[src/sv/ilwe_pkg.sv]
// shared widths, codes and defaults for the indexed list with erase
`default_nettype none

package ilwe_pkg;

    localparam int DEPTH_DEF = 16;
    localparam int DATA_W    = 32;
    localparam int IDX_W     = 4;
    localparam int CNT_OUT_W = 5;

    typedef enum logic [1:0] {
        ACT_PUSH  = 2'd0,
        ACT_POP   = 2'd1,
        ACT_READ  = 2'd2,
        ACT_ERASE = 2'd3
    } action_t;

    typedef enum logic [1:0] {
        STAT_OK    = 2'd0,
        STAT_RANGE = 2'd1,
        STAT_UNDER = 2'd2,
        STAT_FULL  = 2'd3
    } status_t;

endpackage

`default_nettype wire

[src/sv/ilwe_req_if.sv]
// request channel: action, value and index words
`default_nettype none

interface ilwe_req_if;
    logic                                valid;
    logic                                ready;
    logic [1:0]                          action;
    logic signed [ilwe_pkg::DATA_W-1:0]  value;
    logic [ilwe_pkg::IDX_W-1:0]          index;

    modport source (output valid, output action, output value, output index, input ready);
    modport sink   (input valid, input action, input value, input index, output ready);
endinterface

`default_nettype wire

[src/sv/ilwe_rsp_if.sv]
// result channel: read value, count, empty flag and status
`default_nettype none

interface ilwe_rsp_if;
    logic                                 valid;
    logic                                 ready;
    logic signed [ilwe_pkg::DATA_W-1:0]   read_value;
    logic [ilwe_pkg::CNT_OUT_W-1:0]       count;
    logic                                 empty_res;
    logic [1:0]                           status;

    modport source (output valid, output read_value, output count, output empty_res,
                    output status, input ready);
    modport sink   (input valid, input read_value, input count, input empty_res,
                    input status, output ready);
endinterface

`default_nettype wire

[src/sv/indexed_list_with_erase.sv]
// indexed list with erase: top level, store plus request sequencer
// push, pop and out-of-range requests load the result register from the idle state;
// a read passes through S_RDATA; an erase at index i moves the entries above i down
// one slot in S_ERASE over separate memory ports (one read and one write per cycle)
// a new word is taken once the previous one is done and the result register is free
// reset clears the count and the control; the entry memory is not cleared
`default_nettype none

module indexed_list_with_erase #(
    parameter int DEPTH = ilwe_pkg::DEPTH_DEF
) (
    input  wire logic  clk,
    input  wire logic  rst_n,
    ilwe_req_if.sink   req,
    ilwe_rsp_if.source rsp
);

    localparam int AW = (DEPTH > 1) ? $clog2(DEPTH) : 1;

    logic                        mem_we;
    logic [AW-1:0]               mem_waddr;
    logic [ilwe_pkg::DATA_W-1:0] mem_wdata;
    logic                        mem_re;
    logic [AW-1:0]               mem_raddr;
    logic [ilwe_pkg::DATA_W-1:0] mem_rdata;

    ilwe_ctrl #(
        .DEPTH (DEPTH),
        .AW    (AW)
    ) u_ctrl (
        .clk       (clk),
        .rst_n     (rst_n),
        .req       (req),
        .rsp       (rsp),
        .mem_we    (mem_we),
        .mem_waddr (mem_waddr),
        .mem_wdata (mem_wdata),
        .mem_re    (mem_re),
        .mem_raddr (mem_raddr),
        .mem_rdata (mem_rdata)
    );

    ilwe_mem #(
        .DEPTH (DEPTH),
        .AW    (AW)
    ) u_mem (
        .clk   (clk),
        .we    (mem_we),
        .waddr (mem_waddr),
        .wdata (mem_wdata),
        .re    (mem_re),
        .raddr (mem_raddr),
        .rdata (mem_rdata)
    );

endmodule

`default_nettype wire

[src/sv/ilwe_mem.sv]
// entry store: one write port, one read port with registered read data
`default_nettype none

module ilwe_mem #(
    parameter int DEPTH = ilwe_pkg::DEPTH_DEF,
    parameter int AW    = (DEPTH > 1) ? $clog2(DEPTH) : 1
) (
    input  wire logic                        clk,
    input  wire logic                        we,
    input  wire logic [AW-1:0]               waddr,
    input  wire logic [ilwe_pkg::DATA_W-1:0] wdata,
    input  wire logic                        re,
    input  wire logic [AW-1:0]               raddr,
    output      logic [ilwe_pkg::DATA_W-1:0] rdata
);

    logic [ilwe_pkg::DATA_W-1:0] mem_array [DEPTH];
    logic [ilwe_pkg::DATA_W-1:0] rdata_reg;

    always_ff @(posedge clk)
    begin
        if (we)
        begin
            mem_array[waddr] <= wdata;
        end
    end

    always_ff @(posedge clk)
    begin
        if (re)
        begin
            rdata_reg <= mem_array[raddr];
        end
    end

    assign rdata = rdata_reg;

endmodule

`default_nettype wire

[src/sv/ilwe_ctrl.sv]
// request sequencer: count, erase compaction walk and result register
`default_nettype none

module ilwe_ctrl #(
    parameter int DEPTH = ilwe_pkg::DEPTH_DEF,
    parameter int AW    = (DEPTH > 1) ? $clog2(DEPTH) : 1
) (
    input  wire logic                        clk,
    input  wire logic                        rst_n,
    ilwe_req_if.sink                         req,
    ilwe_rsp_if.source                       rsp,
    output      logic                        mem_we,
    output      logic [AW-1:0]               mem_waddr,
    output      logic [ilwe_pkg::DATA_W-1:0] mem_wdata,
    output      logic                        mem_re,
    output      logic [AW-1:0]               mem_raddr,
    input  wire logic [ilwe_pkg::DATA_W-1:0] mem_rdata
);

    localparam int CNT_W = $clog2(DEPTH + 1);
    localparam int CMP_W = (CNT_W > ilwe_pkg::IDX_W) ? CNT_W : ilwe_pkg::IDX_W;

    typedef enum logic [2:0] {
        S_IDLE  = 3'b001,
        S_RDATA = 3'b010,
        S_ERASE = 3'b100
    } state_t;

    state_t                      state_reg, state_next;
    logic [CNT_W-1:0]            count_reg, count_next;
    logic [CNT_W-1:0]            ptr_reg, ptr_next;
    logic                        out_valid_reg, out_valid_next;
    logic [ilwe_pkg::DATA_W-1:0] rv_reg, rv_next;
    ilwe_pkg::status_t           status_reg, status_next;

    logic             accept;
    logic             in_range;
    logic [CNT_W-1:0] idx_p1;
    logic [CNT_W-1:0] ptr_p1;

    assign req.ready = (state_reg == S_IDLE) && (!out_valid_reg || rsp.ready);
    assign accept    = req.valid && req.ready;
    assign in_range  = CMP_W'(req.index) < CMP_W'(count_reg);
    // only used when index is below count, so it fits
    assign idx_p1    = CNT_W'(CMP_W'(req.index)) + 1'b1;
    assign ptr_p1    = ptr_reg + 1'b1;

    always_comb
    begin
        state_next     = state_reg;
        count_next     = count_reg;
        ptr_next       = ptr_reg;
        out_valid_next = out_valid_reg && !rsp.ready;
        rv_next        = rv_reg;
        status_next    = status_reg;
        mem_we         = 1'b0;
        mem_waddr      = AW'(count_reg);
        mem_wdata      = req.value;
        mem_re         = 1'b0;
        mem_raddr      = AW'(req.index);

        case (state_reg)
            S_IDLE:
            begin
                if (accept)
                begin
                    case (ilwe_pkg::action_t'(req.action))
                        ilwe_pkg::ACT_PUSH:
                        begin
                            out_valid_next = 1'b1;
                            rv_next        = '0;
                            if (count_reg == CNT_W'(DEPTH))
                            begin
                                status_next = ilwe_pkg::STAT_FULL;
                            end
                            else
                            begin
                                status_next = ilwe_pkg::STAT_OK;
                                mem_we      = 1'b1;
                                count_next  = count_reg + 1'b1;
                            end
                        end
                        ilwe_pkg::ACT_POP:
                        begin
                            out_valid_next = 1'b1;
                            rv_next        = '0;
                            if (count_reg == '0)
                            begin
                                status_next = ilwe_pkg::STAT_UNDER;
                            end
                            else
                            begin
                                status_next = ilwe_pkg::STAT_OK;
                                count_next  = count_reg - 1'b1;
                            end
                        end
                        ilwe_pkg::ACT_READ:
                        begin
                            if (!in_range)
                            begin
                                out_valid_next = 1'b1;
                                rv_next        = '0;
                                status_next    = ilwe_pkg::STAT_RANGE;
                            end
                            else
                            begin
                                mem_re     = 1'b1;
                                state_next = S_RDATA;
                            end
                        end
                        ilwe_pkg::ACT_ERASE:
                        begin
                            if (!in_range)
                            begin
                                out_valid_next = 1'b1;
                                rv_next        = '0;
                                status_next    = ilwe_pkg::STAT_RANGE;
                            end
                            else if (idx_p1 < count_reg)
                            begin
                                // start the walk: fetch the word above the gap
                                mem_re     = 1'b1;
                                mem_raddr  = AW'(idx_p1);
                                ptr_next   = idx_p1;
                                state_next = S_ERASE;
                            end
                            else
                            begin
                                // last entry erased, nothing to move
                                out_valid_next = 1'b1;
                                rv_next        = '0;
                                status_next    = ilwe_pkg::STAT_OK;
                                count_next     = count_reg - 1'b1;
                            end
                        end
                        default:
                        begin
                            state_next = S_IDLE;
                        end
                    endcase
                end
            end
            S_RDATA:
            begin
                out_valid_next = 1'b1;
                rv_next        = mem_rdata;
                status_next    = ilwe_pkg::STAT_OK;
                state_next     = S_IDLE;
            end
            S_ERASE:
            begin
                // write lags read by one slot, so the two never meet
                mem_we    = 1'b1;
                mem_waddr = AW'(ptr_reg - 1'b1);
                mem_wdata = mem_rdata;
                if (ptr_p1 < count_reg)
                begin
                    mem_re    = 1'b1;
                    mem_raddr = AW'(ptr_p1);
                    ptr_next  = ptr_p1;
                end
                else
                begin
                    out_valid_next = 1'b1;
                    rv_next        = '0;
                    status_next    = ilwe_pkg::STAT_OK;
                    count_next     = count_reg - 1'b1;
                    state_next     = S_IDLE;
                end
            end
            default:
            begin
                state_next = S_IDLE;
            end
        endcase
    end

    always_ff @(posedge clk or negedge rst_n)
    begin
        if (!rst_n)
        begin
            state_reg     <= S_IDLE;
            count_reg     <= '0;
            out_valid_reg <= 1'b0;
        end
        else
        begin
            state_reg     <= state_next;
            count_reg     <= count_next;
            out_valid_reg <= out_valid_next;
        end
    end

    always_ff @(posedge clk)
    begin
        ptr_reg    <= ptr_next;
        rv_reg     <= rv_next;
        status_reg <= status_next;
    end

    assign rsp.valid      = out_valid_reg;
    assign rsp.read_value = rv_reg;
    assign rsp.count      = ilwe_pkg::CNT_OUT_W'(count_reg);
    assign rsp.empty_res  = (count_reg == '0);
    assign rsp.status     = status_reg;

endmodule

`default_nettype wire

[src/flat_wrapper.sv]
// flat-port wrapper written by rule: the top's interface ports become plain ports
module indexed_list_with_erase_flat 
#(
    parameter int DEPTH = ilwe_pkg::DEPTH_DEF
)
  (clk, rst_n, req_valid, req_action, req_value, req_index, req_ready, rsp_valid, rsp_read_value, rsp_count, rsp_empty_res, rsp_status, rsp_ready);
  ilwe_req_if req_i ();
  ilwe_rsp_if rsp_i ();
  input  wire logic clk;
  input  wire logic rst_n;
  input wire logic [$bits(req_i.valid)-1:0] req_valid;
  input wire logic [$bits(req_i.action)-1:0] req_action;
  input wire logic [$bits(req_i.value)-1:0] req_value;
  input wire logic [$bits(req_i.index)-1:0] req_index;
  output wire logic [$bits(req_i.ready)-1:0] req_ready;
  output wire logic [$bits(rsp_i.valid)-1:0] rsp_valid;
  output wire logic [$bits(rsp_i.read_value)-1:0] rsp_read_value;
  output wire logic [$bits(rsp_i.count)-1:0] rsp_count;
  output wire logic [$bits(rsp_i.empty_res)-1:0] rsp_empty_res;
  output wire logic [$bits(rsp_i.status)-1:0] rsp_status;
  input wire logic [$bits(rsp_i.ready)-1:0] rsp_ready;
  assign req_i.valid = req_valid;
  assign req_i.action = req_action;
  assign req_i.value = req_value;
  assign req_i.index = req_index;
  assign req_ready = req_i.ready;
  assign rsp_valid = rsp_i.valid;
  assign rsp_read_value = rsp_i.read_value;
  assign rsp_count = rsp_i.count;
  assign rsp_empty_res = rsp_i.empty_res;
  assign rsp_status = rsp_i.status;
  assign rsp_i.ready = rsp_ready;
  indexed_list_with_erase #(.DEPTH(DEPTH)) u_core (.clk(clk), .rst_n(rst_n), .req(req_i), .rsp(rsp_i));
endmodule
[config.mk]
export PLATFORM = sky130hd
export DESIGN_NAME = indexed_list_with_erase_flat
export DESIGN_NICKNAME = d
export VERILOG_FILES = /design/src/sv/ilwe_pkg.sv /design/src/sv/ilwe_req_if.sv /design/src/sv/ilwe_rsp_if.sv /design/src/sv/indexed_list_with_erase.sv /design/src/sv/ilwe_mem.sv /design/src/sv/ilwe_ctrl.sv /design/src/flat_wrapper.sv
export SDC_FILE = /design/constraint.sdc
export NUM_CORES = 1
export LEC_CHECK = 0
export BUFFER_PORTS_ARGS = -buffer_cell sky130_fd_sc_hd__buf_2
export CAP_MARGIN = 10
export CELL_PAD_IN_SITES_DETAIL_PLACEMENT = 2
export CELL_PAD_IN_SITES_GLOBAL_PLACEMENT = 2
export CORE_MARGIN = 10
export CORE_UTILIZATION = 41
export CTS_BUF_LIST = sky130_fd_sc_hd__clkbuf_8
export DETAILED_ROUTE_END_ITERATION = 7
export GPL_TIMING_DRIVEN = 0
export PLACE_DENSITY_LB_ADDON = 0.15
export SYNTH_ARGS = -nofsm -noshare
export SYNTH_HDL_FRONTEND = slang
export SYNTH_SLANG_ARGS = --single-unit
[constraint.sdc]
create_clock -name clk -period 4.3 [get_ports clk]
set_clock_uncertainty 0.1 [all_clocks]
set_input_delay 0 -clock clk [delete_from_list [all_inputs] [get_ports clk]]
set_output_delay 0 -clock clk [all_outputs]
set_load 0.05 [all_outputs]
Yosys cells after proc, flatten, opt, wreduce, memory -nomap -nowiden
Memory sizes are Yosys's and may differ from the RTL's. A register that Yosys moved wholly into a read port is not among the register bits.
Index checks and enable logic that the tools add are counted.

cells by class
  add/subtract/negate cells = 5
  order comparisons = 3
  equality and inequality tests = 23
  muxes and demuxes = 65
  reduce and logical (&&, ||, !) cells = 15

operator list
  kind                                         number
  two-way mux 32 bit                           6
  case mux 32 bit (3 select lines)             2
  two-way mux 5 bit                            11
  two-way mux 4 bit                            6
  != test 3 bit, second input constant         7
  case mux 5 bit (2 select lines)              2
  two-way mux 1 bit                            15
  two-way mux 3 bit                            5
  case mux 5 bit (3 select lines)              1
  two-way mux 2 bit                            7
  case mux 3 bit (2 select lines)              2
  AND reduction 6 bit                          2
  adder 5 x 1 -> 5 bit, second input constant  2
  less-than comparator 5 bit                   2
  != test 2 bit, second input constant         4
  case mux 2 bit (4 select lines)              1
  case mux 4 bit (2 select lines)              1
  AND reduction 8 bit                          1
  case mux 1 bit (2 select lines)              3
  case mux 1 bit (3 select lines)              2
  case mux 2 bit (3 select lines)              1
  adder 4 x 1 -> 5 bit, second input constant  1
  equality test 5 bit, second input constant   1
  zero test 5 bit                              1
  20 further kinds                             25

storage, ports and cells
  bits in registers = 48
  RAM bits = 512
  input bits = 42
  logic and storage cells = 118
  memories = 1

memories
  memory                  depth  bits a word  read ports  clocked after memory_dff  wr ports  line            source
  u_core.u_mem.mem_array  16     32           1           1                         1         ilwe_mem.sv:17  logic [ilwe_pkg::DATA_W-1:0] mem_array [DEPTH];

Longest topological paths before layout
Gate-level depths: netlist (run 1).

  word-level depth = 8
  gate-level depth with buffers = 16

By module
Synthesis (run 1) repeated with hierarchy kept, for this count alone.

unflattened totals
  cells, all modules = 1211
  area total of the unflattened synthesis = 23465.0 um^2

by module, submodules not included
  module     times used  cells each  area an instance (um^2)
  ilwe_mem   1           838         20155.6
  ilwe_ctrl  1           373         3309.4

Worst setup path before layout (run 1)
No wires, ideal clock.

  path kind = reg2reg
  start point = register u_core.u_ctrl.count_reg[4], in the netlist u_core.u_ctrl.rsp.count[4]
  end point = register u_core.u_mem.rdata_reg (netlist bit u_core.u_mem.rdata[0]), read port of u_core.u_mem.mem_array, enable pin
  arrival time = 4.182 ns
  data required time = 3.734 ns
  slack = -0.448 ns
  stages on the path, launching flop included = 9
  path buffers = 1
  period minus slack after synthesis = 4.748 ns
  path through = dfrtp_1 buf_2 inv_1 ha_1 nor4b_1 a21oi_1 nand2_1 o22ai_1 o21ai_0

on the way
  word-level cells in the longest chain between the ends = 6

ends and longest elaborated chain
  item                               line                           source
  start: declaration                 ilwe_ctrl.sv:30                logic [CNT_W-1:0] count_reg, count_next;
  start signal: assignment           ilwe_ctrl.sv:189               count_reg <= count_next;
  less-than comparator 5 bit         ilwe_ctrl.sv:119               else if (idx_p1 < count_reg)
  two-way mux 1 bit                  ilwe_ctrl.sv:119
  two-way mux 1 bit                  ilwe_ctrl.sv:113               if (!in_range)
  case mux 1 bit (2 select lines)    ilwe_ctrl.sv:67                case (ilwe_pkg::action_t'(req.action))
  two-way mux 1 bit                  ilwe_ctrl.sv:65                if (accept)
  case mux 1 bit (2 select lines) *  ilwe_ctrl.sv:62                case (state_reg)
  net u_core.mem_re                  indexed_list_with_erase.sv:23  logic mem_re;
  end: declaration                   ilwe_mem.sv:18                 logic [ilwe_pkg::DATA_W-1:0] rdata_reg;

The timed path passes the listed nets; every way through them passes the cells marked *.
A chain may end at the register's enable or synchronous reset.

Final worst setup path (run 1)
  start point = register u_core.u_ctrl.ptr_reg[0]
  end point = register u_core.u_mem.rdata_reg (netlist bit u_core.u_mem.rdata[23]), read port of u_core.u_mem.mem_array (data pin)

on the way
  word-level cells in the longest chain between the ends = 4

ends and longest elaborated chain
  item                                                                                       line              source
  start: declaration                                                                         ilwe_ctrl.sv:31   logic [CNT_W-1:0] ptr_reg, ptr_next;
  start signal: assignment                                                                   ilwe_ctrl.sv:196  ptr_reg <= ptr_next;
  adder 5 x 1 -> 5 bit *                                                                     ilwe_ctrl.sv:46   assign ptr_p1 = ptr_reg + 1'b1;
  less-than comparator 5 bit                                                                 ilwe_ctrl.sv:156  if (ptr_p1 < count_reg)
  two-way mux 4 bit / two-way mux 1 bit (equally long branches)                              ilwe_ctrl.sv:156
  case mux 4 bit (2 select lines) / case mux 1 bit (2 select lines) (equally long branches)  ilwe_ctrl.sv:62

Mark *: on every way between the ends. The rest lies on a longest branch, timed or not.

==> impl_metrics.toml, run 1 <==
[timing]
min_period_ns = 4.19
relSlewSlack_pct = 13.2
tightest_slew_ns = 1.30
slew_viol_final = 0
setup_viol = 0
rsz0062_at_grt = "true"
final_hold_viol_count = 0
period_share_pct = 97.4
clock.fmax_mhz = 239
worst_slack_ns = 0.110

[drt]
ant_nets = 0
drt_first_pass_iters = 5
drc_errors = 0
avgViaCountPerCell = 5.69
routed_wirelength_um = 87400
wire_per_inst_um = 29.6
via_count = 16800
drtIter0Drc = 1742

[power]
switching_share_pct = 35.7
pwr-share-comb_pct = 26.7
p_sw_mw = 5.72
clockPowerShare_pct = 29.1
p_int_mw = 10.3
worst_ir_drop_vdd_mv = 0.443
power_density_nw_per_um2 = 562
power_frac_seq_pct = 44.2
power.total_mw = 16.0
p_leak_nw = 10.6

[floorplan]
die_x_um = 263
ios = 84
die_height_um = 263
core-area_um2 = 58800
die-area_um2 = 69200
initial_core_util_pct = 41.2
rows = 89

[global_routing]
grt_most_used_layer = "met2"
grt_pass1_vias = 18600
grt_max_degree = 27
grt_antenna_before_repair = 7
grt_pass1_wl_um = 126000
grt_overflow = 0
grt_use_met2_pct = 41.1
grtUsageMet1_pct = 31.5
grt_usage_pct = 24.7
grtUsageMet3_pct = 4.91

[cts]
cts-htree-levels = 3
cts_tree = "built"
cts_buffers = 99
clock-sinks = 592
root_buffer = "clkbuf_8"
clkLatencyLatePin_ns = 0.71
clk_pin_slew_ns = 0.07
cts_max_path_buffers = 3

[cells_and_area]
mostFrequentLayoutCells = "nand2_1, edfxtp_1, nand3_1"
finalNonFillerCells = 2956
n_fill_cell = 5712
layout_commonest_cell = "nand2_1"
nets = 2177
syn_to_final_growth_pct = 17.7
drive_above_1_share_pct = 16.2
largest_reg_flops = 512

[job]
max_cap_viol_count = 0

[placement]
place_ws_ns = -0.444
hpwl_um = 59500
dpl.cell_count = 2750
portBuffers = 83
gp_congestion = 0.821

[logic_synthesis]
synth_seq_cells = 592
syn_area_per_cell_um2 = 12.9
synth_area_um2 = 24200
synth-edff-count = 583
ys_seq_area_share_pct = 73.2
yosysUniqueCellTypes = 54
ys.warnings.count = 0
synthArstFlopShare_pct = 1.52
ys.flop_type = "edfxtp_1"
synthCells = 1871
synth_nets = 1934

[worst_setup_path]
cp.required_ns = 4.61
r2r-start = "u_core.u_ctrl.ptr_reg[0]$_DFFE_PP_"
r2r_end = "u_core.u_mem.rdata[23]$_DFFE_PP_"
crit_chain = "nand3_1 > xor2_1 > inv_1 > ha_1 > or2_2 > a211oi_4 > a21o_4 > a21oi_2 > a221o_1 > and2_1 > buf_6 > clkbuf_2 > a32oi_2 > nand3_1"
critPathMaxFanout = 10
critical_path.most_common_cell = "nand3_1"
path_class = "flop to flop"
r2r_setup_slack_ns = 0.11
critPathCaptureType = "flop"
critPathArrivalTime_ns = 4.50
start_kind = "flop"
reg2reg_depth = 14
cp_slowest_cell = "edfxtp_1"
cpPeakStageDelay_ns = 0.49

[worst_hold_path]
hold_path_end = "u_core.u_mem.mem_array[4][14]$_DFFE_PP_"
hp-class = "input port to flop"
hold-path-cell-count = 3
hold_start = "req_value[14]"

[run_status]
status = "completed"
[kinds of logic (layout without fill, tap and decap cells)]
| kind of cell | Yosys count | after routing | synth area share (%) |
|---|---|---|---|
| multiplexers | 69 | 69 | 2.86 |
| other | 0 | 1 | 0 |
| flip-flops | 592 | 592 | 73.2 |
| adder cells (fa/ha/maj) | 21 | 21 | 1.09 |
| XOR/XNOR | 11 | 11 | 0.398 |
| buffers and inverters | 124 | 435 | 2.20 |
| AO/OA/AOI/OAI | 99 | 99 | 3.22 |
| AND/OR/NAND/NOR | 955 | 955 | 17.0 |
[per-layer routing]
metal	share of wire (%)	wire length, µm	vias to the layer above
met3	6.6	5800	158
met2	48	42400	627
met1	42	36500	8765
li1	-	-	7258
met4	3.2	2760	2
met5	0.015	13	-
[cell usage after synthesis (2+ instances only)]
cell,instances,area [µm²]
o31ai_1,3,22.5
nor3_2,2,20.0
nor3b_1,2,15.0
nand3_1,267,1340
buf_2,41,205
buf_1,4,15.0
nor3_1,5,25.0
a31oi_1,3,18.8
a32oi_1,22,193
o22ai_1,3,18.8
edfxtp_1,583,17500
a21oi_1,12,60.1
xnor2_1,9,78.8
dfrtp_1,8,200
ha_1,21,263
and3_1,3,18.8
and2_1,36,225
a221oi_1,20,175
and3b_1,2,17.5
nand2_1,588,2210
nand3b_1,2,15.0
nor2_1,31,116
o221ai_1,2,17.5
a211oi_1,2,15.0
o21ai_0,8,40.0
inv_1,18,67.6
nor4_1,3,18.8
o211ai_1,10,75.1
buf_4,2,15.0
nand2b_1,4,25.0
a21o_1,3,22.5
clkbuf_1,58,218
nor2b_1,4,25.0
o21ai_1,2,10.0
mux2i_1,68,681
xor2_1,2,17.5
[worst max-delay path by stage]
stage / from / endpoint / slack, ns / cells past startpoint
after floorplan: u_core.u_ctrl.rsp.count[2]$_DFFE_PN0P_ / u_core.u_ctrl.rsp.read_value[0]$_SDFFCE_PN0P_ / 0.18 / 11
after global placement: u_core.u_ctrl.rsp.count[0]$_DFFE_PN0P_ / u_core.u_mem.mem_array[2][26]$_DFFE_PP_ / -1.98 / 8
after detailed placement: u_core.u_ctrl.ptr_reg[0]$_DFFE_PP_ / u_core.u_mem.rdata[12]$_DFFE_PP_ / -0.44 / 12
after CTS: u_core.u_ctrl.ptr_reg[0]$_DFFE_PP_ / u_core.u_mem.rdata[23]$_DFFE_PP_ / 0.01 / 14
after global routing: u_core.u_ctrl.ptr_reg[0]$_DFFE_PP_ / u_core.u_mem.rdata[27]$_DFFE_PP_ / -0.06 / 15
final: u_core.u_ctrl.ptr_reg[0]$_DFFE_PP_ / u_core.u_mem.rdata[23]$_DFFE_PP_ / 0.11 / 14
[critical path, delay by kind of cell, from the launching register on]
family	cells	cell delay [ns]
adders and majority gates	1	0.32
AOI/OAI and AO/OA	5	1.29
DFF	1	0.49
buffers and inverters	3	0.56
xor gates and xnor gates	1	0.23
and+or+nand+nor	4	0.89
[power groups by stage]
stage | Sequential [mW] | Clock, mW | Combinational, mW
floorplan | 7.82 | 0 | 1.81
global placement | 7.21 | 0 | 3.78
detailed placement | 7.19 | 0 | 4.18
CTS | 7.07 | 4.70 | 4.26
global route | 7.11 | 4.96 | 4.58
finish | 7.07 | 4.65 | 4.28
[per-stage QoR]
stage	util (%)	setup TNS (ns)	instance area (µm²)	hold slack [ns]
final	48.5	0	28500	0.0262
after global routing	48.5	-0.600	28500	0.0369
after CTS	48.3	0	28400	0.00615
after detailed placement	44.6	-8.44	26200	-0.221
after global placement	43.5	-980.50	25600	-0.227
after floorplan	-	0	24200	-0.396
[cell type report]
| cell class | count | area (µm²) | area share, % |
|---|---|---|---|
| Antenna cell | 1 | 2.50 | 0.00878 |
| Buffer | 105 | 572 | 2.01 |
| Clock buffer | 102 | 1400 | 4.92 |
| Clock inverter | 67 | 342 | 1.20 |
| Inverter | 18 | 67.6 | 0.237 |
| Multi-Input combinational cell | 1155 | 6130 | 21.5 |
| Sequential cell | 592 | 17700 | 62.2 |
| Tap cell | 773 | 967 | 3.39 |
| Timing Repair Buffer | 143 | 1290 | 4.52 |
[timing repair]
action,in CTS,in global routing
resized for setup,41,50
endpoints found under the setup margin,32,32
hold buffers,30,0
pin swaps,0,1
setup buffers,0,6
endpoints found under the hold margin,272,0
No activity file was read; power rests on OpenSTA's default activity.
==> run 2: changes to the inputs <==
--- a/config.mk
+++ b/config.mk
@@ -15,6 +15,7 @@
 export DETAILED_ROUTE_END_ITERATION = 7
 export GPL_TIMING_DRIVEN = 0
 export PLACE_DENSITY_LB_ADDON = 0.15
+export RECOVER_POWER = 100
 export SYNTH_ARGS = -nofsm -noshare
 export SYNTH_HDL_FRONTEND = slang
 export SYNTH_SLANG_ARGS = --single-unit
==> impl_metrics.toml, run 2 (synthesized netlist as in run 1, its figures left out) <==
[timing]
setup_viol = 0
tightest_slew_ns = 1.29
fin_tns_setup_ns = 0
slew_viol_final = 0
period_share_pct = 97.3
rsz0062_at_grt = "true"
clock.fmax_mhz = 239
min_period_ns = 4.19
relSlewSlack_pct = 13.9
final_hold_viol_count = 0

[job]
max_cap_viol_count = 0

[worst_setup_path]
path_class = "flop to flop"
critPathCaptureType = "flop"
reg2reg_depth = 14
start_kind = "flop"
r2r_setup_slack_ns = 0.11
critPathMaxFanout = 10
cp.required_ns = 4.63
r2r_end = "u_core.u_mem.rdata[15]$_DFFE_PP_"
r2r-start = "u_core.u_ctrl.ptr_reg[0]$_DFFE_PP_"
critPathArrivalTime_ns = 4.52

[cts]
cts-htree-levels = 3
clk_pin_slew_ns = 0.06
cts_tree = "built"
root_buffer = "clkbuf_8"
cts_max_path_buffers = 3
clkLatencyLatePin_ns = 0.71
cts_buffers = 99
clock-sinks = 592

[global_routing]
grt_pass1_wl_um = 126000
grt_overflow = 0
grt_max_degree = 27
grt_pass1_vias = 18600
grt_usage_pct = 24.7
grt_antenna_before_repair = 7

[power]
pwr-share-comb_pct = 26.5
p_leak_nw = 10.4
switching_share_pct = 35.9
p_int_mw = 10.2
power_frac_seq_pct = 44.4
worst_ir_drop_vdd_mv = 0.418
clockPowerShare_pct = 29.1
power_density_nw_per_um2 = 561
p_sw_mw = 5.72

[worst_hold_path]
hold-path-cell-count = 3
hp-class = "input port to flop"
hold_start = "req_value[21]"
hold_path_end = "u_core.u_mem.mem_array[0][21]$_DFFE_PP_"

[floorplan]
rows = 89
core-area_um2 = 58800
die-area_um2 = 69200
die_x_um = 263
die_height_um = 263
initial_core_util_pct = 41.2
ios = 84

[cells_and_area]
drive_above_1_share_pct = 14.3
mostFrequentLayoutCells = "nand2_1, edfxtp_1, nand3_1"
syn_to_final_growth_pct = 17.5
finish.instance_area_um2 = 28500
largest_reg_flops = 512
n_fill_cell = 5738
nets = 2177
layout_commonest_cell = "nand2_1"

[drt]
routed_wirelength_um = 87500
drtIter0Drc = 1589
via_count = 16800
drt_first_pass_iters = 5
wire_per_inst_um = 29.6
drc_errors = 0
ant_nets = 0
avgViaCountPerCell = 5.70

[placement]
gp_congestion = 0.821
placed_cell_area_um2 = 26200
hpwl_um = 59500
portBuffers = 83

[run_status]
status = "completed"
run 2: critical path, cell delays in order, from the launching register on:
cell      delay (ns)
edfxtp_1        0.49
nand3_1         0.16
xor2_1          0.24
inv_1           0.13
ha_1            0.32
or2_2           0.33
a211oi_4        0.30
a21o_4          0.18
a21oi_2         0.08
a221o_1         0.43
and2_1          0.22
buf_6           0.15
buf_2           0.22
a221oi_1        0.39
o211ai_1        0.19
run 2: final cells by class:
| cell class | instances | area (µm²) | area share (%) |
|---|---|---|---|
| Sequential cell | 592 | 17700 | 62.3 |
| Timing Repair Buffer | 143 | 1240 | 4.35 |
| Clock inverter | 67 | 342 | 1.20 |
| Tap cell | 773 | 967 | 3.40 |
| Inverter | 18 | 67.6 | 0.237 |
| Clock buffer | 102 | 1400 | 4.93 |
| Buffer | 105 | 572 | 2.01 |
| Multi-Input combinational cell | 1155 | 6130 | 21.5 |
| Antenna cell | 2 | 5.00 | 0.0176 |
run 2: worst max-delay path by stage:
stage | start | endpoint | slack, ns | cells after the start
6_report | u_core.u_ctrl.ptr_reg[0]$_DFFE_PP_ | u_core.u_mem.rdata[15]$_DFFE_PP_ | 0.11 | 14
5_1_grt | u_core.u_ctrl.ptr_reg[0]$_DFFE_PP_ | u_core.u_mem.rdata[27]$_DFFE_PP_ | -0.06 | 15
4_1_cts | u_core.u_ctrl.ptr_reg[0]$_DFFE_PP_ | u_core.u_mem.rdata[23]$_DFFE_PP_ | 0.01 | 14
3_5_place_dp | u_core.u_ctrl.ptr_reg[0]$_DFFE_PP_ | u_core.u_mem.rdata[12]$_DFFE_PP_ | -0.44 | 12
3_3_place_gp | u_core.u_ctrl.rsp.count[0]$_DFFE_PN0P_ | u_core.u_mem.mem_array[2][26]$_DFFE_PP_ | -1.98 | 8
2_1_floorplan | u_core.u_ctrl.rsp.count[2]$_DFFE_PN0P_ | u_core.u_ctrl.rsp.read_value[0]$_SDFFCE_PN0P_ | 0.18 | 11
run 2: through the flow:
stage | setup WS (ns) | util (%) | hold slack, ns | power (mW) | instances
6_report | 0.115 | 48.4 | 0.0111 | 16.0 | 2957
5_1_grt | -0.0551 | 48.4 | 0.0369 | 16.6 | 2957
2_1_floorplan | 0.181 | - | -0.396 | 9.63 | 1871
3_5_place_dp | -0.444 | 44.6 | -0.221 | 11.4 | 2750
4_1_cts | 0.0135 | 48.3 | 0.00615 | 16.0 | 2949
3_3_place_gp | -1.98 | 43.5 | -0.227 | 11.0 | 2727
run 2: power groups by stage:
stage               sequential [mW]  combinational, mW  clock [mW]
CTS                            7.07               4.26        4.70
global placement               7.21               3.78           0
finish                         7.08               4.23        4.64
floorplan                      7.82               1.81           0
global route                   7.12               4.53        4.96
detailed placement             7.19               4.18           0
run 2: layer usage:
metal	vias up	GRT usage [%]	part of all wire [%]
met5	-	0	0.015
met4	2	9.52	3.1
met3	160	4.91	7.2
met2	673	41.1	48
met1	8747	31.5	41
li1	7259	-	-
run 2: timing repair:
action	CTS	global route
buffers inserted	0	6
hold endpoints to repair	272	0
endpoints found under the setup margin	32	32
pin swaps	0	1
hold buffers	30	0
resized for setup	41	50
==> run 3: changes to the inputs <==
--- a/config.mk
+++ b/config.mk
@@ -5,10 +5,11 @@
 export SDC_FILE = /design/constraint.sdc
 export NUM_CORES = 1
 export LEC_CHECK = 0
+export ABC_CLOCK_PERIOD_IN_PS = 4300
 export BUFFER_PORTS_ARGS = -buffer_cell sky130_fd_sc_hd__buf_2
-export CAP_MARGIN = 10
 export CELL_PAD_IN_SITES_DETAIL_PLACEMENT = 2
 export CELL_PAD_IN_SITES_GLOBAL_PLACEMENT = 2
+export CORE_ASPECT_RATIO = 0.8
 export CORE_MARGIN = 10
 export CORE_UTILIZATION = 41
 export CTS_BUF_LIST = sky130_fd_sc_hd__clkbuf_8
==> impl_metrics.toml, run 3 (synthesized netlist as in run 1, its figures left out) <==
[placement]
place_ws_ns = -0.448
portBuffers = 83
hpwl_um = 57900
gp_congestion = 0.800

[worst_setup_path]
crit_chain = "nand3_1 > xor2_1 > inv_1 > ha_1 > or2_2 > a211oi_4 > a21o_4 > a21oi_2 > a221o_1 > and2_1 > buf_6 > buf_2 > a221oi_1 > o211ai_1"
cp_slowest_cell = "edfxtp_1"
cp.required_ns = 4.62
cpPeakStageDelay_ns = 0.49
reg2reg_depth = 14
path_class = "flop to flop"
r2r_end = "u_core.u_mem.rdata[6]$_DFFE_PP_"
critPathArrivalTime_ns = 4.56
critPathMaxFanout = 10
critPathCaptureType = "flop"
start_kind = "flop"
r2r-start = "u_core.u_ctrl.ptr_reg[2]$_DFFE_PP_"
r2r_setup_slack_ns = 0.07
critPathLaunch = "u_core.u_ctrl.ptr_reg[2]$_DFFE_PP_"

[timing]
slew_viol_final = 0
min_period_ns = 4.23
relSlewSlack_pct = 13.2
period_share_pct = 98.5
worst_slack_ns = 0.0659
tightest_slew_ns = 1.30
fin_tns_setup_ns = 0
clock.fmax_mhz = 236
holdWs_ns = 0.0569
rsz0062_at_grt = "true"
final_hold_viol_count = 0
setup_viol = 0

[drt]
wire_per_inst_um = 29.5
drt_first_pass_iters = 5
drtIter0Drc = 1553
ant_nets = 0
via_count = 17100
avgViaCountPerCell = 5.79
drc_errors = 0
routed_wirelength_um = 87300

[floorplan]
core-area_um2 = 58300
die_height_um = 237
rows = 79
initial_core_util_pct = 41.5
die-area_um2 = 69200
die_x_um = 292
ios = 84

[cells_and_area]
largest_reg_flops = 512
nets = 2187
layout_commonest_cell = "nand2_1"
drive_above_1_share_pct = 14.6
mostFrequentLayoutCells = "nand2_1, edfxtp_1, nand3_1"
n_fill_cell = 5737
syn_to_final_growth_pct = 17.8

[job]
max_cap_viol_count = 0

[global_routing]
grt_pass1_wl_um = 126000
grt_antenna_before_repair = 1
grt_pass1_vias = 18700
grt_usage_pct = 24.5
grt_overflow = 0
grt_max_degree = 23

[power]
p_sw_mw = 5.74
worst_ir_drop_vdd_mv = 0.226
pwr-share-comb_pct = 27.0
clockPowerShare_pct = 28.0
switching_share_pct = 36.4
power_density_nw_per_um2 = 552
p_int_mw = 10.0
power.total_mw = 15.7
power_frac_seq_pct = 44.9
p_leak_nw = 10.5

[cts]
cts-htree-levels = 3
clk_pin_slew_ns = 0.06
cts_max_path_buffers = 3
clkLatencyLatePin_ns = 0.70
cts_buffers = 96
root_buffer = "clkbuf_8"
clock-sinks = 592
cts_tree = "built"

[worst_hold_path]
hold_path_end = "u_core.u_mem.mem_array[2][13]$_DFFE_PP_"
hold_start = "req_value[13]"
hp-class = "input port to flop"
hold-path-cell-count = 3

[run_status]
status = "completed"
## run 3: changes by cell type in the layout (fill, tap and decap cells not counted), moves of 3 or more
cell / delta
clkbuf_2: -4
a221oi_2: +5
clkbuf_4: +5
dlygate4sd3_1: +6
clkinv_1: +3
inv_1: +4
buf_4: +4
clkinv_2: -6
a221oi_1: -5
clkbuf_8: -5
## run 3: worst max path at each step
stage	endpoint
detailed placement	u_core.u_mem.rdata[27]$_DFFE_PP_
finish	u_core.u_mem.rdata[6]$_DFFE_PP_
CTS	u_core.u_mem.rdata[4]$_DFFE_PP_
global route	u_core.u_mem.rdata[6]$_DFFE_PP_
floorplan	u_core.u_ctrl.rsp.read_value[0]$_SDFFCE_PN0P_
global placement	u_core.u_mem.rdata[25]$_DFFE_PP_
## run 3: repair_timing
| action | in CTS | in global routing |
|---|---|---|
| gates resized for setup | 33 | 88 |
| endpoints found under the hold margin | 341 | 10 |
| pin swaps | 0 | 9 |
| buffers inserted | 0 | 15 |
| cloned | 0 | 2 |
| endpoints found under the setup margin | 32 | 117 |
| hold buffers | 35 | 1 |
## run 3: per-stage QoR
| step | util, % | std cells | area [µm²] |
|---|---|---|---|
| floorplan | - | 1871 | 24200 |
| global placement | 43.9 | 2723 | 25600 |
| detailed placement | 44.8 | 2742 | 26200 |
| CTS | 48.4 | 2943 | 28200 |
| global route | 48.9 | 2961 | 28500 |
| finish | 48.9 | 2962 | 28500 |
## run 3: worst max-delay path, delay by kind of cell (launching register included)
kind                       cells  cell delay, ns
buffers and inverters          3            0.50
xor gates and xnor gates       1            0.23
DFF                            1            0.49
and+or+nand+nor                3            0.70
adders and majority gates      1            0.29
AOI/OAI and AO/OA              6            1.63
## run 3: power by group through the flow
| stage | Clock (mW) | Combinational [mW] | Sequential [mW] |
|---|---|---|---|
| 6_report | 4.41 | 4.26 | 7.07 |
| 5_1_grt | 4.69 | 4.54 | 7.11 |
| 4_1_cts | 4.46 | 4.21 | 7.06 |
| 3_5_place_dp | 0 | 4.12 | 7.17 |
| 3_3_place_gp | 0 | 3.77 | 7.19 |
| 2_1_floorplan | 0 | 1.81 | 7.82 |
## run 3: routing by layer
metal / vias up / share of wire, % / track usage (%)
li1: 7306 / - / -
met1: 9060 / 45 / 33.8
met2: 619 / 47 / 39.5
met3: 158 / 6.1 / 4.35
met4: 0 / 2.6 / 6.85
met5: - / 0 / 0
## run 3: area by class of cell
| cell class | count | area [µm²] | share of cell area (%) |
|---|---|---|---|
| clock buffers | 97 | 1340 | 4.68 |
| repair buffers | 154 | 1330 | 4.68 |
| multi-input cells | 1157 | 6200 | 21.7 |
| diodes | 1 | 2.50 | 0.00878 |
| clock inverters | 69 | 298 | 1.04 |
| plain buffers | 105 | 584 | 2.05 |
| flip-flops and latches | 592 | 17700 | 62.2 |
| inverters | 18 | 67.6 | 0.237 |
| well taps | 769 | 962 | 3.37 |
